--- src/rtl/gmp_pkg.sv ---
`timescale 1ns / 1ps
// shared types and constants for the grid maximum path sum block
// no dependencies

package gmp_pkg;

    localparam int COST_W          = 16;
    localparam int SUM_W           = 22;
    localparam int CFG_W           = 6;
    localparam int CFG_IDX_W       = 1;
    localparam int OUT_DATA_W      = 24;
    localparam int DEF_MAX_ROWS    = 32;
    localparam int DEF_MAX_COLUMNS = 32;

    localparam logic [CFG_IDX_W-1:0] REG_ROW_COUNT    = 1'b0;
    localparam logic [CFG_IDX_W-1:0] REG_COLUMN_COUNT = 1'b1;

    // result of the cell stage, handed to the traceback unit
    typedef struct packed {
        logic             vld;
        logic             run_end;
        logic             from_above;
        logic [SUM_W-1:0] total;
    } t_cell_res;

    typedef enum logic [5:0] {
        TS_IDLE    = 6'b000001,
        TS_ADDR    = 6'b000010,
        TS_WALK    = 6'b000100,
        TS_TOTAL   = 6'b001000,
        TS_POP_RD  = 6'b010000,
        TS_POP_OUT = 6'b100000
    } t_trace_state;

endpackage

--- src/rtl/gmp_cell_unit.sv ---
`timescale 1ns / 1ps
// cell stage: row sum memory, left sum and add/compare for one cell per cycle
// depends on gmp_pkg

module gmp_cell_unit #(
    parameter int MAX_ROWS    = gmp_pkg::DEF_MAX_ROWS,
    parameter int MAX_COLUMNS = gmp_pkg::DEF_MAX_COLUMNS,
    parameter int ROW_W       = (MAX_ROWS > 1) ? $clog2(MAX_ROWS) : 1,
    parameter int COL_W       = (MAX_COLUMNS > 1) ? $clog2(MAX_COLUMNS) : 1
) (
    input  logic                      i_clk,
    input  logic                      i_rst_n,
    input  logic                      i_acc,
    input  logic [gmp_pkg::COST_W-1:0] i_cost,
    input  logic [ROW_W-1:0]          i_row,
    input  logic [COL_W-1:0]          i_col,
    input  logic                      i_run_end,
    output gmp_pkg::t_cell_res        o_res,
    output logic [ROW_W-1:0]          o_row,
    output logic [COL_W-1:0]          o_col
);

    logic [gmp_pkg::SUM_W-1:0]  row_mem [MAX_COLUMNS];
    logic [gmp_pkg::SUM_W-1:0]  r_above_q;
    logic [gmp_pkg::SUM_W-1:0]  r_left;
    logic [gmp_pkg::COST_W-1:0] r_cost;
    logic [ROW_W-1:0]           r_row;
    logic [COL_W-1:0]           r_col;
    logic                       r_vld;
    logic                       r_run_end;
    logic                       r_fwd;

    logic [gmp_pkg::SUM_W-1:0] above;
    logic [gmp_pkg::SUM_W-1:0] base;
    logic [gmp_pkg::SUM_W-1:0] total;
    logic                      row_first;
    logic                      col_first;
    logic                      from_above;

    always_ff @(posedge i_clk) begin
        if (!i_rst_n) begin
            r_vld     <= 1'b0;
            r_run_end <= 1'b0;
            r_fwd     <= 1'b0;
            r_left    <= '0;
        end else begin
            r_vld     <= i_acc;
            r_run_end <= i_acc && i_run_end;
            if (i_acc) begin
                // previous cell writes the same column this edge
                r_fwd <= r_vld && (r_col == i_col);
            end
            if (r_vld) begin
                r_left <= total;
            end
        end
    end

    always_ff @(posedge i_clk) begin
        if (i_acc) begin
            r_above_q <= row_mem[i_col];
            r_cost    <= i_cost;
            r_row     <= i_row;
            r_col     <= i_col;
        end
        if (r_vld) begin
            row_mem[r_col] <= total;
        end
    end

    always_comb begin
        row_first  = (r_row == '0);
        col_first  = (r_col == '0);
        above      = r_fwd ? r_left : r_above_q;
        from_above = !row_first && (col_first || ($signed(above) > $signed(r_left)));
        if (row_first && col_first) begin
            base = '0;
        end else if (from_above) begin
            base = above;
        end else begin
            base = r_left;
        end
        total = base + {{(gmp_pkg::SUM_W - gmp_pkg::COST_W){r_cost[gmp_pkg::COST_W-1]}},
                        r_cost};
    end

    assign o_res.vld        = r_vld;
    assign o_res.run_end    = r_run_end;
    assign o_res.from_above = from_above;
    assign o_res.total      = total;
    assign o_row            = r_row;
    assign o_col            = r_col;

endmodule

--- src/rtl/gmp_trace_unit.sv ---
`timescale 1ns / 1ps
// direction bit memory, traceback walk, move stack and output register
// depends on gmp_pkg

module gmp_trace_unit #(
    parameter int MAX_ROWS    = gmp_pkg::DEF_MAX_ROWS,
    parameter int MAX_COLUMNS = gmp_pkg::DEF_MAX_COLUMNS,
    parameter int ROW_W       = (MAX_ROWS > 1) ? $clog2(MAX_ROWS) : 1,
    parameter int COL_W       = (MAX_COLUMNS > 1) ? $clog2(MAX_COLUMNS) : 1
) (
    input  logic                          i_clk,
    input  logic                          i_rst_n,
    input  gmp_pkg::t_cell_res            i_res,
    input  logic [ROW_W-1:0]              i_row,
    input  logic [COL_W-1:0]              i_col,
    input  logic [ROW_W-1:0]              i_rows_m1,
    input  logic [COL_W-1:0]              i_cols_m1,
    output logic                          o_idle,
    output logic                          o_out_vld,
    input  logic                          i_out_rdy,
    output logic                          o_out_user,
    output logic                          o_out_last,
    output logic [gmp_pkg::OUT_DATA_W-1:0] o_out_data
);

    localparam int DIR_D  = 2 ** (ROW_W + COL_W);
    localparam int STK_D  = MAX_ROWS + MAX_COLUMNS;
    localparam int STK_AW = $clog2(STK_D);
    localparam int PTR_W  = $clog2(STK_D + 1);

    logic dir_mem [DIR_D];
    logic stk_mem [STK_D];

    gmp_pkg::t_trace_state r_state, n_state;
    logic [ROW_W-1:0]           r_tr, n_tr;
    logic [COL_W-1:0]           r_tc, n_tc;
    logic [PTR_W-1:0]           r_ptr, n_ptr;
    logic [PTR_W-1:0]           ptr_dec;
    logic                       r_dir_q;
    logic                       r_st_q;
    logic [gmp_pkg::SUM_W-1:0]  r_total;
    logic                       r_out_vld;
    logic                       r_out_user;
    logic                       r_out_last;
    logic [gmp_pkg::OUT_DATA_W-1:0] r_out_data;

    logic                           out_free;
    logic                           out_load;
    logic                           out_user;
    logic                           out_last;
    logic [gmp_pkg::OUT_DATA_W-1:0] out_data;
    logic                           st_we;
    logic                           st_re;
    logic                           down;

    assign out_free = !r_out_vld || i_out_rdy;
    assign ptr_dec  = r_ptr - 1'b1;

    always_comb begin
        n_state  = r_state;
        n_tr     = r_tr;
        n_tc     = r_tc;
        n_ptr    = r_ptr;
        st_we    = 1'b0;
        st_re    = 1'b0;
        down     = 1'b0;
        out_load = 1'b0;
        out_user = 1'b0;
        out_last = 1'b0;
        out_data = '0;
        unique case (r_state)
            gmp_pkg::TS_IDLE: begin
                if (i_res.vld && i_res.run_end) begin
                    n_state = gmp_pkg::TS_ADDR;
                end
            end
            gmp_pkg::TS_ADDR: begin
                n_tr    = i_rows_m1;
                n_tc    = i_cols_m1;
                n_ptr   = '0;
                n_state = gmp_pkg::TS_WALK;
            end
            gmp_pkg::TS_WALK: begin
                if (r_tr == '0 && r_tc == '0) begin
                    n_state = gmp_pkg::TS_TOTAL;
                end else begin
                    if (r_tr == '0) begin
                        down = 1'b0;
                    end else if (r_tc == '0) begin
                        down = 1'b1;
                    end else begin
                        down = r_dir_q;
                    end
                    st_we = 1'b1;
                    n_ptr = r_ptr + 1'b1;
                    if (down) begin
                        n_tr = r_tr - 1'b1;
                    end else begin
                        n_tc = r_tc - 1'b1;
                    end
                end
            end
            gmp_pkg::TS_TOTAL: begin
                if (out_free) begin
                    out_load = 1'b1;
                    out_user = 1'b1;
                    out_last = (r_ptr == '0);
                    out_data = {{(gmp_pkg::OUT_DATA_W - gmp_pkg::SUM_W){1'b0}}, r_total};
                    n_state  = (r_ptr == '0) ? gmp_pkg::TS_IDLE : gmp_pkg::TS_POP_RD;
                end
            end
            gmp_pkg::TS_POP_RD: begin
                st_re   = 1'b1;
                n_ptr   = ptr_dec;
                n_state = gmp_pkg::TS_POP_OUT;
            end
            gmp_pkg::TS_POP_OUT: begin
                if (out_free) begin
                    out_load = 1'b1;
                    out_last = (r_ptr == '0);
                    out_data = {{(gmp_pkg::OUT_DATA_W - gmp_pkg::SUM_W - 1){1'b0}}, r_st_q,
                                {gmp_pkg::SUM_W{1'b0}}};
                    n_state  = (r_ptr == '0) ? gmp_pkg::TS_IDLE : gmp_pkg::TS_POP_RD;
                end
            end
            default: begin
                n_state = gmp_pkg::TS_IDLE;
            end
        endcase
    end

    always_ff @(posedge i_clk) begin
        if (!i_rst_n) begin
            r_state   <= gmp_pkg::TS_IDLE;
            r_ptr     <= '0;
            r_tr      <= '0;
            r_tc      <= '0;
            r_out_vld <= 1'b0;
        end else begin
            r_state <= n_state;
            r_ptr   <= n_ptr;
            r_tr    <= n_tr;
            r_tc    <= n_tc;
            if (out_load) begin
                r_out_vld <= 1'b1;
            end else if (i_out_rdy) begin
                r_out_vld <= 1'b0;
            end
        end
    end

    always_ff @(posedge i_clk) begin
        if (i_res.vld) begin
            dir_mem[{i_row, i_col}] <= i_res.from_above;
        end
        r_dir_q <= dir_mem[{n_tr, n_tc}];
        if (i_res.vld && i_res.run_end) begin
            r_total <= i_res.total;
        end
        if (st_we) begin
            stk_mem[r_ptr[STK_AW-1:0]] <= down;
        end
        if (st_re) begin
            r_st_q <= stk_mem[ptr_dec[STK_AW-1:0]];
        end
        if (out_load) begin
            r_out_user <= out_user;
            r_out_last <= out_last;
            r_out_data <= out_data;
        end
    end

    assign o_idle     = (r_state == gmp_pkg::TS_IDLE);
    assign o_out_vld  = r_out_vld;
    assign o_out_user = r_out_user;
    assign o_out_last = r_out_last;
    assign o_out_data = r_out_data;

    a_ptr_range: assert property (@(posedge i_clk) disable iff (!i_rst_n)
        r_ptr < PTR_W'(STK_D))
        else $error("move stack pointer out of range");

    a_write_when_idle: assert property (@(posedge i_clk) disable iff (!i_rst_n)
        i_res.vld |-> (r_state == gmp_pkg::TS_IDLE))
        else $error("cell result while traceback busy");

    a_walk_bounds: assert property (@(posedge i_clk) disable iff (!i_rst_n)
        (r_state == gmp_pkg::TS_WALK) |-> (r_tr <= i_rows_m1 && r_tc <= i_cols_m1))
        else $error("traceback walked outside the grid");

    a_pop_nonempty: assert property (@(posedge i_clk) disable iff (!i_rst_n)
        (r_state == gmp_pkg::TS_POP_RD) |-> (r_ptr != '0))
        else $error("pop from empty move stack");

endmodule

--- src/rtl/grid_max_path_sum_traceback.sv ---
`timescale 1ns / 1ps
// Maximum path sum over a grid, moving right or down, with traceback. Cells stream in
// row-major order at one item per clock while the traceback is idle; each cell does one
// add and compare against the row sum memory. After the last cell the block walks the
// direction bit memory from the bottom-right corner, one move per cycle (moves = rows +
// columns - 2), then sends the total and pops the moves in forward order, each pop a
// stack read and then an output load that waits for a free output; no cells are taken
// meanwhile. Ties go to the left neighbor. A size of zero counts as one, a size above
// the maximum saturates, and any register write restarts the run at the top-left cell.
// depends on gmp_pkg, gmp_cell_unit, gmp_trace_unit

module grid_max_path_sum_traceback #(
    parameter int MAX_ROWS    = gmp_pkg::DEF_MAX_ROWS,
    parameter int MAX_COLUMNS = gmp_pkg::DEF_MAX_COLUMNS
) (
    input  logic                             i_clk,
    input  logic                             i_rst_n,
    input  logic                             i_cfg_we,
    input  logic [gmp_pkg::CFG_IDX_W-1:0]    i_cfg_addr,
    input  logic [gmp_pkg::CFG_W-1:0]        i_cfg_data,
    input  logic                             s_axis_tvalid,
    output logic                             s_axis_tready,
    input  logic [gmp_pkg::COST_W-1:0]       s_axis_tdata,   // cell_cost
    output logic                             m_axis_tvalid,
    input  logic                             m_axis_tready,
    output logic [gmp_pkg::OUT_DATA_W-1:0]   m_axis_tdata,   // path_total, move_down, pad
    output logic                             m_axis_tuser,   // is_total
    output logic                             m_axis_tlast
);

    localparam int ROW_W = (MAX_ROWS > 1) ? $clog2(MAX_ROWS) : 1;
    localparam int COL_W = (MAX_COLUMNS > 1) ? $clog2(MAX_COLUMNS) : 1;
    localparam logic [gmp_pkg::CFG_W:0] MAX_ROWS_C = (gmp_pkg::CFG_W + 1)'(MAX_ROWS);
    localparam logic [gmp_pkg::CFG_W:0] MAX_COLS_C = (gmp_pkg::CFG_W + 1)'(MAX_COLUMNS);

    logic [gmp_pkg::CFG_W-1:0] r_row_count;
    logic [gmp_pkg::CFG_W-1:0] r_column_count;
    logic [ROW_W-1:0]          r_row;
    logic [COL_W-1:0]          r_col;
    logic [ROW_W-1:0]          rows_m1;
    logic [COL_W-1:0]          cols_m1;
    logic                      acc;
    logic                      last_col;
    logic                      run_end;
    logic                      trace_idle;

    gmp_pkg::t_cell_res cell_res;
    logic [ROW_W-1:0]   cell_row;
    logic [COL_W-1:0]   cell_col;

    always_comb begin
        if (r_row_count == '0) begin
            rows_m1 = '0;
        end else if ({1'b0, r_row_count} > MAX_ROWS_C) begin
            rows_m1 = ROW_W'(MAX_ROWS - 1);
        end else begin
            rows_m1 = ROW_W'(r_row_count - 1'b1);
        end
        if (r_column_count == '0) begin
            cols_m1 = '0;
        end else if ({1'b0, r_column_count} > MAX_COLS_C) begin
            cols_m1 = COL_W'(MAX_COLUMNS - 1);
        end else begin
            cols_m1 = COL_W'(r_column_count - 1'b1);
        end
    end

    assign s_axis_tready = trace_idle && !(cell_res.vld && cell_res.run_end);
    assign acc           = s_axis_tvalid && s_axis_tready;
    assign last_col      = (r_col == cols_m1);
    assign run_end       = last_col && (r_row == rows_m1);

    always_ff @(posedge i_clk) begin
        if (!i_rst_n) begin
            r_row_count    <= gmp_pkg::CFG_W'(1);
            r_column_count <= gmp_pkg::CFG_W'(1);
            r_row          <= '0;
            r_col          <= '0;
        end else if (i_cfg_we) begin
            unique case (i_cfg_addr)
                gmp_pkg::REG_ROW_COUNT:    r_row_count    <= i_cfg_data;
                gmp_pkg::REG_COLUMN_COUNT: r_column_count <= i_cfg_data;
                default: ;
            endcase
            r_row <= '0;
            r_col <= '0;
        end else if (acc) begin
            if (last_col) begin
                r_col <= '0;
                r_row <= run_end ? '0 : r_row + 1'b1;
            end else begin
                r_col <= r_col + 1'b1;
            end
        end
    end

    gmp_cell_unit #(
        .MAX_ROWS    (MAX_ROWS),
        .MAX_COLUMNS (MAX_COLUMNS),
        .ROW_W       (ROW_W),
        .COL_W       (COL_W)
    ) u_cell (
        .i_clk     (i_clk),
        .i_rst_n   (i_rst_n),
        .i_acc     (acc),
        .i_cost    (s_axis_tdata),
        .i_row     (r_row),
        .i_col     (r_col),
        .i_run_end (run_end),
        .o_res     (cell_res),
        .o_row     (cell_row),
        .o_col     (cell_col)
    );

    gmp_trace_unit #(
        .MAX_ROWS    (MAX_ROWS),
        .MAX_COLUMNS (MAX_COLUMNS),
        .ROW_W       (ROW_W),
        .COL_W       (COL_W)
    ) u_trace (
        .i_clk      (i_clk),
        .i_rst_n    (i_rst_n),
        .i_res      (cell_res),
        .i_row      (cell_row),
        .i_col      (cell_col),
        .i_rows_m1  (rows_m1),
        .i_cols_m1  (cols_m1),
        .o_idle     (trace_idle),
        .o_out_vld  (m_axis_tvalid),
        .i_out_rdy  (m_axis_tready),
        .o_out_user (m_axis_tuser),
        .o_out_last (m_axis_tlast),
        .o_out_data (m_axis_tdata)
    );

endmodule
--- config.mk ---
export PLATFORM = sky130hd
export DESIGN_NAME = grid_max_path_sum_traceback
export DESIGN_NICKNAME = d
export VERILOG_FILES = /design/src/rtl/gmp_pkg.sv /design/src/rtl/gmp_cell_unit.sv /design/src/rtl/gmp_trace_unit.sv /design/src/rtl/grid_max_path_sum_traceback.sv
export SDC_FILE = /design/constraint.sdc
export NUM_CORES = 2
export LEC_CHECK = 0
export ABC_AREA = 1
export BUFFER_PORTS_ARGS = -buffer_cell sky130_fd_sc_hd__buf_2
export CORE_UTILIZATION = 40
export DETAILED_ROUTE_END_ITERATION = 8
export HOLD_SLACK_MARGIN = 0.03
export PLACE_DENSITY_LB_ADDON = 0.1
export RECOVER_POWER = 25
export SETUP_SLACK_MARGIN = 0.1
export SLEW_MARGIN = 20
export SYNTH_ARGS = -nofsm -noshare
export SYNTH_HDL_FRONTEND = slang
export SYNTH_SLANG_ARGS = --single-unit
--- constraint.sdc ---
create_clock -name i_clk -period 21.8 [get_ports i_clk]
set_clock_uncertainty 0.1 [all_clocks]
set_input_delay 1.09 -clock i_clk [delete_from_list [all_inputs] [get_ports i_clk]]
set_output_delay 1.09 -clock i_clk [all_outputs]
set_load 0.03 [all_outputs]
==> summary.txt <==
Logic synthesis
  • Asr flop ratio synth: 0
  • Syn Area/Cell: 10.5 sq um
  • Syn Nets: 8,339
  • Ys Warns: 0
  • Post-synth EDFFs: 1,888
  • Mapped cell area: 87,100 sq um
  • Most numerous cell in the Yosys netlist: edfxtp_1
  • Synth top area share: 0.651
  • Yosys top cell by area: edfxtp_1
  • Synth Flop Type: edfxtp_1
  • Mapped Cells: 8,256
  • Post-synth top cells: edfxtp_1, nor2_1, nand2_1
  • Sequential fraction of the synthesis area: 0.668
  • FF+latch count, synth: 1,960
  • Largest cells by area after synthesis: edfxtp_1, nor2_1, nand3_1, nand2_1, o21ai_0
  • Post-synth cell types: 50

Power and ir drop
  • Maximum VDD drop: 0.233 mV
  • Power Density: 118 nW/um^2
  • NetSw: 3.48 mW
  • Leakage power: 33.3 nW
  • Power, Total: 11.4 mW
  • Clk pwr share: 0.302
  • Part of the power in combinational logic: 0.200
  • Internal power: 7.96 mW
  • Register share of total power: 0.498
  • Switching part of the total: 0.304

Detailed routing
  • DRT iter0 DRCs: 6,707
  • Wirelength per Cell: 25.5 um
  • Via Count: 62,359
  • Via density: 5.63
  • Routed Antenna Nets: 0
  • Final wirelength: 282,000 um
  • 1st-pass router iterations: 6
  • DRC Markers: 0

Clock tree
  • Root Buffer: clkbuf_16
  • Post CTS Setup Buffer Count: 0
  • Post_cts resized: 0
  • Total CTS buffers: 214
  • Sink Count: 1,960
  • Worst-path clk slew: 0.06 ns
  • Htree depth: 4
  • Later-pin clock latency in the skew report: 0.87 ns
  • CTS tree: done
  • CTS Buffer Depth: 3
  • # hold bufs at CTS: 0

Floorplan
  • Core Box Area: 215,000 sq um
  • Die width: 469 um
  • Die ar.: 220,000 sq um
  • Initial core utilization: 0.404
  • IO Pins: 56
  • Rows: 170
  • Chip height: 469 um

Critical path
  • Worst setup SP type: register
  • Worst r2r src: u_trace.r_state[5]$_SDFFE_PN0P_
  • Setup Crit Path Kind: register to register
  • FF-to-FF setup slack: 13.42 ns
  • CP endpoint kind: register
  • Worst Setup SP: u_trace.r_state[5]$_SDFFE_PN0P_
  • Critical Path RT: 22.41 ns
  • Worst EP arrival: 9.00 ns
  • CP Max Fanout: 101

GRT
  • Number of global-route vias before repair: 58,582
  • Gr ovfl total: 0
  • Initial antenna violation count: 14
  • First-pass GRT wire length: 407,000 um
  • GRT Overall Usage: 0.253
  • Largest net degree at the start of global routing: 254

Min path
  • Worst hold start: s_axis_tdata[7]
  • Hold WC Path Type: primary input to register

Timing
  • Crit share post-route: 0.385
  • Slew of the pin with the lowest slew margin: 4.06 ns
  • Min Tclk post-route: 8.38 ns
  • Final Hold Vio Count: 0
  • Final Slew Violations: 1,199
  • Slew headroom: -1.71
  • RSZ-0062 raised after global routing: no
  • Final setup vio count: 0
  • Setup TNS Final: 0 ns
  • Max Freq: 0.119 GHz

Run status
  • Failing checks: capacitance limit, slew limit
  • Status: complete, but fails checks

Job
  • Maximum capacitance violations: 42

Final layout
  • Layout cells sized above 1: 0.0661
  • P&R area growth vs syn: 10.9%
  • Final nets: 8,150
  • Fillers: 20,486

Placed design
  • Final HPWL DP: 139,000 um
  • Gpl congestion: 0.841
  • Port-buffer cells: 54
[cell usage in the layout, fill, tap and decap left out, types with 18 or more instances in the layout]
cell type and n:
clkinv_1 47, nand3_1 929, nor2_4 19, buf_4 116, ha_1 54, nor2_1 1595
o221ai_1 77, o22ai_1 108, buf_2 23, nand3b_1 123, dfxtp_1 70, inv_2 33
o211ai_1 218, nand2_1 1147, clkbuf_1 143, clkinv_2 34, o21ai_0 467, a21oi_1 103
edfxtp_1 1888, nand4_1 35, nand2_2 18, o31ai_1 22, nor3_1 27, inv_1 554
clkbuf_16 215
[area by class of cell]
class	count	area [sq um]	area share
tap	2838	3550	0.0368
clock inverter	98	928	0.00962
antenna	2	5.00	0.0000518
multi-input combinational	5067	24500	0.253
timing repair buffer	224	1480	0.0154
clock buffer	287	5680	0.0588
inverter	600	2270	0.0236
sequential	1960	58100	0.602
[final timing paths]
check        cells past startpoint                          end
max                             20      u_trace.r_dir_q$_DFF_P_
min                              1   u_cell.r_cost[7]$_DFFE_PP_
max reg2reg                     20      u_trace.r_dir_q$_DFF_P_
min reg2reg                      2  r_row_count[5]$_SDFFE_PN0P_
[registers in the layout, indices dropped and copies added (netlist names), 5 cells and up]
signal and flops:
r_col 5, u_trace.r_ptr 7, u_trace.r_state 6, u_trace.r_tr 5, u_trace.r_total 22, u_cell.r_cost 16, r_row_count 6, u_trace.stk_mem 64
r_row 5, r_column_count 6, u_trace.r_tc 5, u_trace.o_out_data 23, u_trace.dir_mem 1024, u_cell.o_row 5, u_cell.r_left 22, u_cell.o_col 5
u_cell.r_above_q 22, u_cell.row_mem 704
[per-stage QoR]
stage | setup WS, ns | cells | utilization | instance area, sq um | hold slack [ns]
2_1_floorplan | 0.174 | 8256 | - | 87100 | 0.306
3_3_place_gp | 13.66 | 10689 | 0.419 | 90200 | 0.371
3_5_place_dp | 13.80 | 10689 | 0.419 | 90200 | 0.372
4_1_cts | 13.75 | 11074 | 0.449 | 96800 | 0.237
5_1_grt | 12.84 | 11075 | 0.448 | 96500 | 0.258
6_report | 13.42 | 11076 | 0.448 | 96500 | 0.300
[kinds of logic after synthesis]
group,after synthesis,synth area share
simple gates,3918,0.190
flops,1960,0.668
buf+inv,1229,0.0560
compound gates,1046,0.0733
fa+ha+maj,55,0.00799
xor+xnor,40,0.00402
mux,7,0.000805
other cells,1,0.0000431
[power by group through the flow]
| stage | sequential (mW) | clock (mW) | combinational (mW) |
|---|---|---|---|
| finish | 5.69 | 3.45 | 2.29 |
| global route | 5.69 | 3.65 | 2.52 |
| CTS | 5.68 | 3.52 | 2.31 |
| detailed placement | 5.76 | 0 | 2.31 |
| global placement | 5.76 | 0 | 2.27 |
| floorplan | 6.01 | 0 | 1.05 |
[layer usage]
layer | part of all wire | GRT usage | up-vias
met5 | 0 | 0 | -
met4 | 0.027 | 0.0702 | 0
met3 | 0.070 | 0.0357 | 403
met2 | 0.47 | 0.417 | 2210
met1 | 0.43 | 0.349 | 31537
li1 | - | - | 28209
[worst max-delay path: stages, from the launching register on]
cell and delay (ns):
dfxtp_1 0.33, nor2_1 0.30, nand4_4 0.29, nand2_4 0.21, inv_2 0.15, nor2_2 0.24
nand2_8 0.27, nand2_1 2.87, buf_4 0.91, buf_4 0.71, nand2_1 0.10, nand3_1 0.10
nand3_1 0.09, nand3_1 0.16, nand3_1 0.19, nand3_1 0.20, nand3_1 0.17, nand3_1 0.12
nand3_1 0.14, nand3_1 0.11, nand2_1 0.14
(Power assumes the default switching activity.)
